### src/hw/rtl/utf8d_pkg.sv
// Shared types and constants for the UTF-8 to code point decoder.
`timescale 1ns / 1ps

package utf8d_pkg;

  localparam int CpW = 21;
  localparam int StW = 2;

  localparam logic [CpW-1:0] CpMax  = 21'h10FFFF;
  localparam logic [CpW-1:0] SurrLo = 21'h00D800;
  localparam logic [CpW-1:0] SurrHi = 21'h00DFFF;

  localparam logic [StW-1:0] ST_OK       = 2'd0;
  localparam logic [StW-1:0] ST_BAD_LEAD = 2'd1;
  localparam logic [StW-1:0] ST_TRUNC    = 2'd2;
  localparam logic [StW-1:0] ST_INVALID  = 2'd3;

  typedef struct packed {
    logic [1:0]     pend;
    logic [CpW-1:0] pv;
    logic           skip;
  } dec_state_t;

  typedef struct packed {
    logic           valid;
    logic [CpW-1:0] cp;
    logic [StW-1:0] status;
    logic           fin;
  } dec_res_t;

endpackage

### src/hw/rtl/utf8_to_codepoint_decoder_top.sv
// UTF-8 to code point decoder: top level with input register and decoder state.
// A byte is registered on acceptance and decoded into the output register once that register
// is free, so a result passes the input register and then the output register to out_tvalid.
// Throughput: one byte per cycle while the output register can take a result; else input stalls.
// Bytes that give no result still pass through the input register at the same rate.
// Reset (rst_n low, synchronous) empties both registers and clears the decoder state.
`timescale 1ns / 1ps

module utf8_to_codepoint_decoder_top (
  input  logic                      clk,
  input  logic                      rst_n,
  input  logic                      in_tvalid,
  output logic                      in_tready,
  input  logic [7:0]                in_tdata,   // [7:0] in_byte
  input  logic                      in_tlast,   // end_of_string
  output logic                      out_tvalid,
  input  logic                      out_tready,
  output logic [23:0]               out_tdata,  // [20:0] scalar value, [23:21] zero
  output logic [utf8d_pkg::StW-1:0] out_tuser,  // [1:0] status
  output logic                      out_tlast   // final_result
);
  import utf8d_pkg::*;

  logic       in_valid_r;
  logic [7:0] byte_r;
  logic       eos_r;
  dec_state_t state_r;
  dec_state_t state_nxt;
  dec_res_t   res;
  logic       out_free;
  logic       advance;

  // The held byte moves on whenever the output register can take its result.
  assign advance   = in_valid_r && out_free;
  assign in_tready = !in_valid_r || out_free;

  always_ff @(posedge clk) begin
    if (!rst_n) begin
      in_valid_r <= 1'b0;
    end else if (in_tready) begin
      in_valid_r <= in_tvalid;
    end
  end

  always_ff @(posedge clk) begin
    if (in_tready && in_tvalid) begin
      byte_r <= in_tdata;
      eos_r  <= in_tlast;
    end
  end

  always_ff @(posedge clk) begin
    if (!rst_n) begin
      state_r <= '0;
    end else if (advance) begin
      state_r <= state_nxt;
    end
  end

  utf8d_step u_step (
    .byte_i (byte_r),
    .eos_i  (eos_r),
    .cur_i  (state_r),
    .nxt_o  (state_nxt),
    .res_o  (res)
  );

  utf8d_out_reg u_out (
    .clk        (clk),
    .rst_n      (rst_n),
    .load_i     (in_valid_r),
    .res_i      (res),
    .free_o     (out_free),
    .out_tvalid (out_tvalid),
    .out_tready (out_tready),
    .out_tdata  (out_tdata),
    .out_tuser  (out_tuser),
    .out_tlast  (out_tlast)
  );

endmodule

### src/hw/rtl/utf8d_step.sv
// Combinational decode step: one byte against the current decoder state.
`timescale 1ns / 1ps

module utf8d_step (
  input  logic [7:0]           byte_i,
  input  logic                 eos_i,
  input  utf8d_pkg::dec_state_t cur_i,
  output utf8d_pkg::dec_state_t nxt_o,
  output utf8d_pkg::dec_res_t   res_o
);
  import utf8d_pkg::*;

  logic [CpW-1:0] cand;
  logic           do_finish;
  logic           cand_bad;
  logic [1:0]     lead_n;
  logic [CpW-1:0] lead_bits;
  logic           lead_ok;
  logic [1:0]     pend_dec;

  assign pend_dec = cur_i.pend - 2'd1;

  always_comb begin
    lead_ok   = 1'b1;
    lead_n    = 2'd0;
    lead_bits = '0;
    if (byte_i[7:5] == 3'b110) begin
      lead_n    = 2'd1;
      lead_bits = {16'd0, byte_i[4:0]};
    end else if (byte_i[7:4] == 4'b1110) begin
      lead_n    = 2'd2;
      lead_bits = {17'd0, byte_i[3:0]};
    end else if (byte_i[7:3] == 5'b11110) begin
      lead_n    = 2'd3;
      lead_bits = {18'd0, byte_i[2:0]};
    end else begin
      lead_ok = 1'b0;
    end
  end

  always_comb begin
    nxt_o      = cur_i;
    res_o      = '0;
    do_finish  = 1'b0;
    cand       = '0;
    cand_bad   = 1'b0;
    if (cur_i.skip) begin
      if (eos_i) begin
        nxt_o = '0;
      end
    end else if (cur_i.pend == 2'd0) begin
      if (!byte_i[7]) begin
        do_finish = 1'b1;
        cand      = {13'd0, byte_i};
      end else if (!lead_ok) begin
        nxt_o      = '0;
        nxt_o.skip = !eos_i;
        res_o      = '{valid: 1'b1, cp: '0, status: ST_BAD_LEAD, fin: 1'b1};
      end else if (eos_i) begin
        nxt_o = '0;
        res_o = '{valid: 1'b1, cp: '0, status: ST_TRUNC, fin: 1'b1};
      end else begin
        nxt_o.pend = lead_n;
        nxt_o.pv   = lead_bits;
      end
    end else begin
      // Marker bits of continuation bytes are not checked.
      cand = {cur_i.pv[CpW-7:0], byte_i[5:0]};
      if (pend_dec == 2'd0) begin
        do_finish = 1'b1;
      end else if (eos_i) begin
        nxt_o = '0;
        res_o = '{valid: 1'b1, cp: '0, status: ST_TRUNC, fin: 1'b1};
      end else begin
        nxt_o.pend = pend_dec;
        nxt_o.pv   = cand;
      end
    end

    cand_bad = (cand > CpMax) || ((cand >= SurrLo) && (cand <= SurrHi));

    if (do_finish) begin
      nxt_o = '0;
      if (cand_bad) begin
        nxt_o.skip = !eos_i;
        res_o      = '{valid: 1'b1, cp: '0, status: ST_INVALID, fin: 1'b1};
      end else begin
        res_o = '{valid: 1'b1, cp: cand, status: ST_OK, fin: eos_i};
      end
    end
  end

endmodule

### src/hw/rtl/utf8d_out_reg.sv
// Output register of the decoder result stream.
`timescale 1ns / 1ps

module utf8d_out_reg (
  input  logic                       clk,
  input  logic                       rst_n,
  input  logic                       load_i,
  input  utf8d_pkg::dec_res_t        res_i,
  output logic                       free_o,
  output logic                       out_tvalid,
  input  logic                       out_tready,
  output logic [23:0]                out_tdata,
  output logic [utf8d_pkg::StW-1:0]  out_tuser,
  output logic                       out_tlast
);
  import utf8d_pkg::*;

  logic           valid_r;
  logic [CpW-1:0] cp_r;
  logic [StW-1:0] status_r;
  logic           fin_r;

  assign free_o = !valid_r || out_tready;

  always_ff @(posedge clk) begin
    if (!rst_n) begin
      valid_r <= 1'b0;
    end else if (free_o) begin
      valid_r <= load_i && res_i.valid;
    end
  end

  always_ff @(posedge clk) begin
    if (free_o && load_i && res_i.valid) begin
      cp_r     <= res_i.cp;
      status_r <= res_i.status;
      fin_r    <= res_i.fin;
    end
  end

  assign out_tvalid = valid_r;
  assign out_tdata  = {3'd0, cp_r};
  assign out_tuser  = status_r;
  assign out_tlast  = fin_r;

endmodule

### config.mk
export PLATFORM = sky130hd
export DESIGN_NAME = utf8_to_codepoint_decoder_top
export DESIGN_NICKNAME = d
export VERILOG_FILES = /design/src/hw/rtl/utf8d_pkg.sv /design/src/hw/rtl/utf8_to_codepoint_decoder_top.sv /design/src/hw/rtl/utf8d_step.sv /design/src/hw/rtl/utf8d_out_reg.sv
export SDC_FILE = /design/constraint.sdc
export NUM_CORES = 1
export LEC_CHECK = 0
export BUFFER_PORTS_ARGS = -buffer_cell sky130_fd_sc_hd__buf_2
export CORE_MARGIN = 4
export CORE_UTILIZATION = 38
export CTS_BUF_LIST = sky130_fd_sc_hd__clkbuf_2
export CTS_CLUSTER_SIZE = 8
export DETAILED_ROUTE_END_ITERATION = 16
export PLACE_DENSITY = 0.71
export REMOVE_ABC_BUFFERS = 1
export SKIP_CTS_REPAIR_TIMING = 1
export SLEW_MARGIN = 20
export SYNTH_ARGS = -nofsm -noshare
export SYNTH_HDL_FRONTEND = slang
export SYNTH_SLANG_ARGS = --single-unit
### constraint.sdc
create_clock -name clk -period 3.4 [get_ports clk]
set_clock_uncertainty 0.2 [all_clocks]
set_input_delay 0.51 -clock clk [delete_from_list [all_inputs] [get_ports clk]]
set_output_delay 0.51 -clock clk [all_outputs]
set_load 0.01 [all_outputs]
* Word level (Yosys, flattened, before mapping) *
Cells that the tools add are included.

storage, ports and cells
  register bits = 53
  output and inout bits = 29
  input port bits = 13
  word-level logic and storage cells = 68

cells by class
  reduce and logical (&&, ||, !) cells = 14
  eq/ne operators = 6
  magnitude comparators = 3
  mux-type cells = 34
  $add $sub $neg = 1

operator list
  kind                  number
  $mux 24               8
  $mux 25               7
  $mux 21               4
  $mux 23               2
  $ge 21x16->1 const B  1
  $gt 21x21->1 const B  1
  $le 21x16->1 const B  1
  $mux 1                8
  $mux 7                1
  $mux 2                3
  $eq 5x5->1 const B    1
  $logic_and 1x1->1     5
  $eq 4x4->1 const B    1
  $logic_not 2->1       2
  $ne 4x2->1 const B    1
  $ne 4x3->1 const B    1
  $reduce_and 4->1      1
  $eq 3x3->1 const B    1
  $logic_not 1->1       3
  $logic_or 1x1->1      3
  $mux 3                1
  $ne 3x2->1 const B    1
  $sub 2x1->2 const B   1

* Logic depth before layout (Yosys ltp) *
  word-level depth = 10
  mapped depth = 7

* Modules after synthesis *
Synthesis repeated with hierarchy kept, for this count alone.

unflattened totals
  cell total of the unflattened synthesis = 290
  area, all modules = 2969.1 um^2

modules (own cells, without submodules)
  module                         sequential area each (um^2)  area an instance (um^2)  times used  cells each
  utf8_to_codepoint_decoder_top  770.7                        1325.0                   1           124
  utf8d_step                     0.0                          832.0                    1           133
  utf8d_out_reg                  740.7                        812.0                    1           33

* Least setup slack after synthesis *
No wires, ideal clock.

  path kind = register -> register
  start = register state_r[22] (netlist name)
  end = register u_out.cp_r[0] (enable)
  required time = 2.765 ns
  stages on the path, launching flop included = 7
  period minus slack after synthesis = 3.444 ns
  arrival time = 2.809 ns
  library setup time = 0.435 ns
  path slack = -0.044 ns
  cells stage by stage = dfxtp_1 inv_1 ha_1 nor2b_1 nor2_1 a21o_1 nor3_1

between the ends
  cells in the longest elaborated chain, start to end = 7
  elaborated cells between the ends (all ways) = 11

RTL lines
  element                                   RTL line                             RTL
  from (decl)                               utf8_to_codepoint_decoder_top.sv:27  dec_state_t state_r;
  from (signal assigned)                    utf8_to_codepoint_decoder_top.sv:56  state_r <= state_nxt;
  $sub 2x1->2                               utf8d_step.sv:21                     assign pend_dec = cur_i.pend - 2'd1;
  $logic_not 2->1                           utf8d_step.sv:69                     if (pend_dec == 2'd0) begin
  $mux 25 / $mux 1 (equally long branches)  utf8d_step.sv:69
  $mux 25 / $mux 1 (equally long branches)  utf8d_step.sv:51                     end else if (cur_i.pend == 2'd0) begin
  $mux 25 / $mux 1 (equally long branches)  utf8d_step.sv:47                     if (cur_i.skip) begin
  $mux 25 *                                 utf8d_step.sv:82                     if (do_finish) begin
  $logic_and 1x1->1 *                       utf8d_out_reg.sv:34                  if (free_o && load_i && res_i.valid) begin
  to (signal assigned)                      utf8d_out_reg.sv:35                  cp_r <= res_i.cp;
  to (decl)                                 utf8d_out_reg.sv:19                  logic [CpW-1:0] cp_r;

Mark *: on every way between the ends. The rest lies on a longest branch, timed or not.
A chain may end at the register's enable or synchronous reset.

* Final worst setup path *
  start = register state_r[22] (netlist name)
  end = register u_out.cp_r[3] (enable)

Same word-level chain as after synthesis.

==> impl_metrics.xml <==
<?xml version="1.0" encoding="UTF-8"?>
<metrics>
  <group name="critical_path">
    <metric name="reg2reg_from" unit="">state_r[22]$_SDFFE_PN0P_</metric>
    <metric name="crit_family" unit="">simple AND/OR/NAND/NOR gates</metric>
    <metric name="worstRegToRegCells" unit="">7</metric>
    <metric name="ff2ff_setup_slack" unit="ns">1.14</metric>
    <metric name="crit_start" unit="">state_r[22]$_SDFFE_PN0P_</metric>
    <metric name="crit_arrival" unit="ns">2.20</metric>
    <metric name="timing.critical_path.fanout_max" unit="">24</metric>
    <metric name="cp-endpoint" unit="">u_out.cp_r[3]$_SDFFCE_PP0P_</metric>
    <metric name="setup.worst_path.start_class" unit="">flip-flop</metric>
    <metric name="cp.buffers_inverters" unit="">2</metric>
    <metric name="setup.worst_path.end_class" unit="">flip-flop</metric>
    <metric name="critPathRequiredTime" unit="ns">3.34</metric>
    <metric name="startpoint_to_endpoint_class_of_the_critical_path" unit="">flip-flop to flip-flop</metric>
    <metric name="crit_path_cell_chain" unit="">inv_1, ha_1, nor2b_1, nor2_1, a21o_1, nor3_2, buf_4</metric>
    <metric name="terminus_of_the_critical_flop_to_flop_path" unit="">u_out.cp_r[3]$_SDFFCE_PP0P_</metric>
    <metric name="crit_path_max_incr_delay" unit="ns">0.44</metric>
    <metric name="cpMaxStageDelayCell" unit="">dfxtp_1</metric>
    <metric name="cp.depth" unit="">7</metric>
  </group>
  <group name="detailed_routing">
    <metric name="firstDrtPassIters" unit="">4</metric>
    <metric name="postRouteAntennaNets" unit="">0</metric>
    <metric name="wl_per_cell" unit="um">12.9</metric>
    <metric name="drt_iter0_markers" unit="">84</metric>
    <metric name="route.final.wire_length" unit="mm">3.69</metric>
    <metric name="routed-via-count" unit="">1391</metric>
    <metric name="avgViaCountPerCell" unit="">4.88</metric>
    <metric name="remaining_drc_errors" unit="">0</metric>
  </group>
  <group name="place">
    <metric name="gpl.final_weighted_congestion" unit="">0.878</metric>
    <metric name="dp_hpwl" unit="mm">2.65</metric>
    <metric name="placedCellCount" unit="">268</metric>
    <metric name="buffer_ports.inserted" unit="">38</metric>
    <metric name="placedInstanceArea" unit="um2">2380</metric>
  </group>
  <group name="pwr">
    <metric name="vdd_drop_max" unit="uV">282</metric>
    <metric name="total_power" unit="mW">1.05</metric>
    <metric name="intPower" unit="mW">0.795</metric>
    <metric name="power.leakage" unit="nW">0.982</metric>
    <metric name="p_clk_share" unit="%">23.4</metric>
    <metric name="comb_power_share" unit="%">8.2</metric>
    <metric name="netSwitchingFraction" unit="%">24.3</metric>
    <metric name="power_frac_seq" unit="%">68.4</metric>
    <metric name="cellPowerDensity" unit="nW/um2">418</metric>
    <metric name="net-switching-power" unit="mW">0.255</metric>
  </group>
  <group name="sta">
    <metric name="final-hold-violation-count" unit="">0</metric>
    <metric name="min_period_over_period" unit="%">66.6</metric>
    <metric name="clock.fmax" unit="MHz">442</metric>
    <metric name="timing.final.crit_period" unit="ns">2.26</metric>
    <metric name="fin_tns_setup" unit="ns">0</metric>
    <metric name="timing_max_transition_violations_final" unit="">0</metric>
    <metric name="slew_of_the_pin_with_the_lowest_slew_margin" unit="ns">0.499</metric>
    <metric name="worst_slew_margin_rel" unit="%">66.5</metric>
    <metric name="grt_setup_unrepaired" unit="">no</metric>
    <metric name="setup-violations-final" unit="">0</metric>
  </group>
  <group name="floorplan">
    <metric name="design.core.area" unit="um2">5270</metric>
    <metric name="std_cell_rows" unit="">26</metric>
    <metric name="initial_core_util" unit="%">40.2</metric>
    <metric name="dieWidth" unit="um">82.7</metric>
    <metric name="dieHeight" unit="um">82.7</metric>
    <metric name="die_outline_area" unit="um2">6840</metric>
    <metric name="i_o_pin_total" unit="">42</metric>
  </group>
  <group name="synthesis">
    <metric name="synth-xor-area-share" unit="%">0</metric>
    <metric name="yosys_most_used_dff" unit="">edfxtp_1</metric>
    <metric name="synthesis.instances" unit="">162</metric>
    <metric name="syn_area_per_cell" unit="um2">13.1</metric>
    <metric name="synth_top_family_by_area" unit="">simple AND/OR/NAND/NOR gates</metric>
    <metric name="yosys_warning_count" unit="">0</metric>
    <metric name="synth-adder-area-share" unit="%">1.18</metric>
    <metric name="ys_async_sr_fraction" unit="%">0</metric>
    <metric name="yosys_register_bits" unit="">53</metric>
    <metric name="synth-seq-area-share" unit="%">65.6</metric>
    <metric name="edff_count_synth" unit="">33</metric>
    <metric name="compound_gate_fraction_of_synth_area" unit="%">14.0</metric>
    <metric name="yosys.cell_types.count" unit="">38</metric>
    <metric name="synth_simple_gate_area_share" unit="%">15.3</metric>
    <metric name="mappedNetlistArea" unit="um2">2120</metric>
    <metric name="yosys-mux-area-fraction" unit="%">0</metric>
  </group>
  <group name="layout">
    <metric name="finish.instance_area" unit="um2">2510</metric>
    <metric name="layout-area-overhead-vs-synth" unit="%">18.7</metric>
    <metric name="fill_cells" unit="">506</metric>
    <metric name="layout.area.seq" unit="um2">1390</metric>
    <metric name="area_occupied_by_multi_input_gates" unit="um2">664</metric>
    <metric name="layout.nets" unit="">229</metric>
    <metric name="fraction_of_final_layout_cells_with_drive_strength_greater_than_1" unit="%">25.6</metric>
    <metric name="final-instance-count-excl-fill" unit="">285</metric>
    <metric name="antennaDiodeCount" unit="">0</metric>
  </group>
  <group name="global_routing">
    <metric name="pin_count_of_the_biggest_net_entering_global_routing" unit="">25</metric>
    <metric name="antenna_found_initial" unit="">0</metric>
    <metric name="grt_overflow" unit="">0</metric>
    <metric name="first_global_vias" unit="">1236</metric>
    <metric name="first_pass_grt_wire_length" unit="mm">5.85</metric>
    <metric name="global_routing_usage_summed_across_all_routing_layers" unit="%">11.4</metric>
  </group>
  <group name="status">
    <metric name="result_of_the_run" unit="">finished clean</metric>
  </group>
  <group name="clock_network">
    <metric name="clock_insertion_delay_worst_skew" unit="ns">0.42</metric>
    <metric name="number_of_buffers_created_by_cts" unit="">5</metric>
    <metric name="cts_htree_levels" unit="">2</metric>
    <metric name="clock_sink_count" unit="">53</metric>
    <metric name="cts_tree" unit="">yes</metric>
    <metric name="clk_transition_reported_paths" unit="ns">0.25</metric>
    <metric name="cts.path.max_buffers" unit="">2</metric>
    <metric name="cts_root_buf" unit="">clkbuf_2</metric>
  </group>
  <group name="run">
    <metric name="cap_violations" unit="">0</metric>
  </group>
  <group name="hold_path">
    <metric name="timing.hold.worst.class" unit="">input port to flip-flop</metric>
  </group>
</metrics>
[per-stage QoR]
step / utilization, % / hold slack, ns / setup slack [ns]
after floorplan: - / 0.236 / -0.0440
after global placement: 45.1 / 0.257 / 1.24
after detailed placement: 45.1 / 0.259 / 1.16
after CTS: 46.0 / -0.0000794 / 1.12
after global routing: 47.7 / 0.0246 / 0.976
final: 47.7 / 0.0757 / 1.14
[area by class of cell]
cell class,count,share of cell area (%)
Inverter,8,1.19
Clock buffer,5,0.995
Clock inverter,3,0.846
Sequential cell,53,55.3
Timing Repair Buffer,49,11.7
Multi-Input combinational cell,97,26.4
Tap cell,70,3.48
[routing by layer]
| metal | GRT usage [%] | vias to the layer above | share of wire [%] |
|---|---|---|---|
| met1 | 15.0 | 643 | 46 |
| met4 | 4.41 | 0 | 1.1 |
| met5 | 0 | - | 0 |
| met3 | 3.25 | 5 | 5.9 |
| li1 | - | 705 | - |
| met2 | 17.7 | 38 | 46 |
[tightest hold or removal path: stages]
cell	delay, ns
buf_2	0.08
a21oi_1	0.03
nor2_1	0.06
[flip-flops by register name, summed over array words and instances (netlist names)]
| name | cells |
|---|---|
| u_out.cp_r | 21 |
| state_r | 18 |
| byte_r | 8 |
| u_out.out_tuser | 2 |
| eos_r | 1 |
| in_valid_r | 1 |
| u_out.out_tlast | 1 |
| u_out.out_tvalid | 1 |
[power by group through the flow]
stage                     registers, mW  clock network (mW)  logic [mW]
after floorplan                   0.738                   0      0.0385
after global placement            0.732                   0      0.0787
after detailed placement          0.732                   0      0.0798
after CTS                         0.718               0.258      0.0797
after global routing              0.721               0.286      0.0959
final                             0.718               0.246      0.0861
[logic make-up (layout without fill, tap and decap cells)]
| family | after synthesis | after routing |
|---|---|---|
| flops | 53 | 53 |
| compound gates | 38 | 38 |
| other cells | 1 | 3 |
| buf+inv | 14 | 65 |
| simple gates | 54 | 54 |
| fa+ha+maj | 2 | 2 |
[synth_stat cells (all sizes together) (2+ instances only)]
master   n  area [um2]
edfxtp  33         991
and2    20         125
dfxtp   20         400
a22o    11        96.3
inv      8        30.0
buf      6        46.3
nand2    6        22.5
o21ai    6        30.0
a21oi    5        25.0
and3     5        36.3
nor2     5        18.8
nand3    4        20.0
a32o     3        30.0
nand2b   3        18.8
nor2b    3        18.8
nor3     3        25.0
a32oi    2        17.5
ha       2        25.0
nand4    2        12.5
o22ai    2        12.5
[worst min path at each step]
stage,cells after the start,start,endpoint
floorplan,2,state_r[23]$_SDFFE_PN0P_,state_r[23]$_SDFFE_PN0P_
global placement,2,state_r[23]$_SDFFE_PN0P_,state_r[23]$_SDFFE_PN0P_
detailed placement,2,state_r[4]$_SDFFE_PN0P_,state_r[4]$_SDFFE_PN0P_
CTS,1,in_tdata[6],byte_r[6]$_DFFE_PP_
global route,3,in_tvalid,in_valid_r$_SDFFE_PN0N_
finish,3,in_tvalid,in_valid_r$_SDFFE_PN0N_
[placed cells by master (no fill, tap or decap), types with 2 or more instances in the layout]
master and count:
a32oi_1 2, conb_1 3, nand2b_1 3, ha_1 2
o21ai_0 5, inv_1 8, clkbuf_2 5, a21oi_1 5
nor3_2 3, o22ai_1 2, and2_1 20, dfxtp_1 20
a22o_1 11, nand4_1 2, nand2_1 6, nor2b_1 3
nor2_1 5, buf_4 2, a32o_1 3, nand3_1 4
and3_1 4, dlygate4sd3_1 9, edfxtp_1 33, buf_2 38
Power figures use the tool's default switching activity.
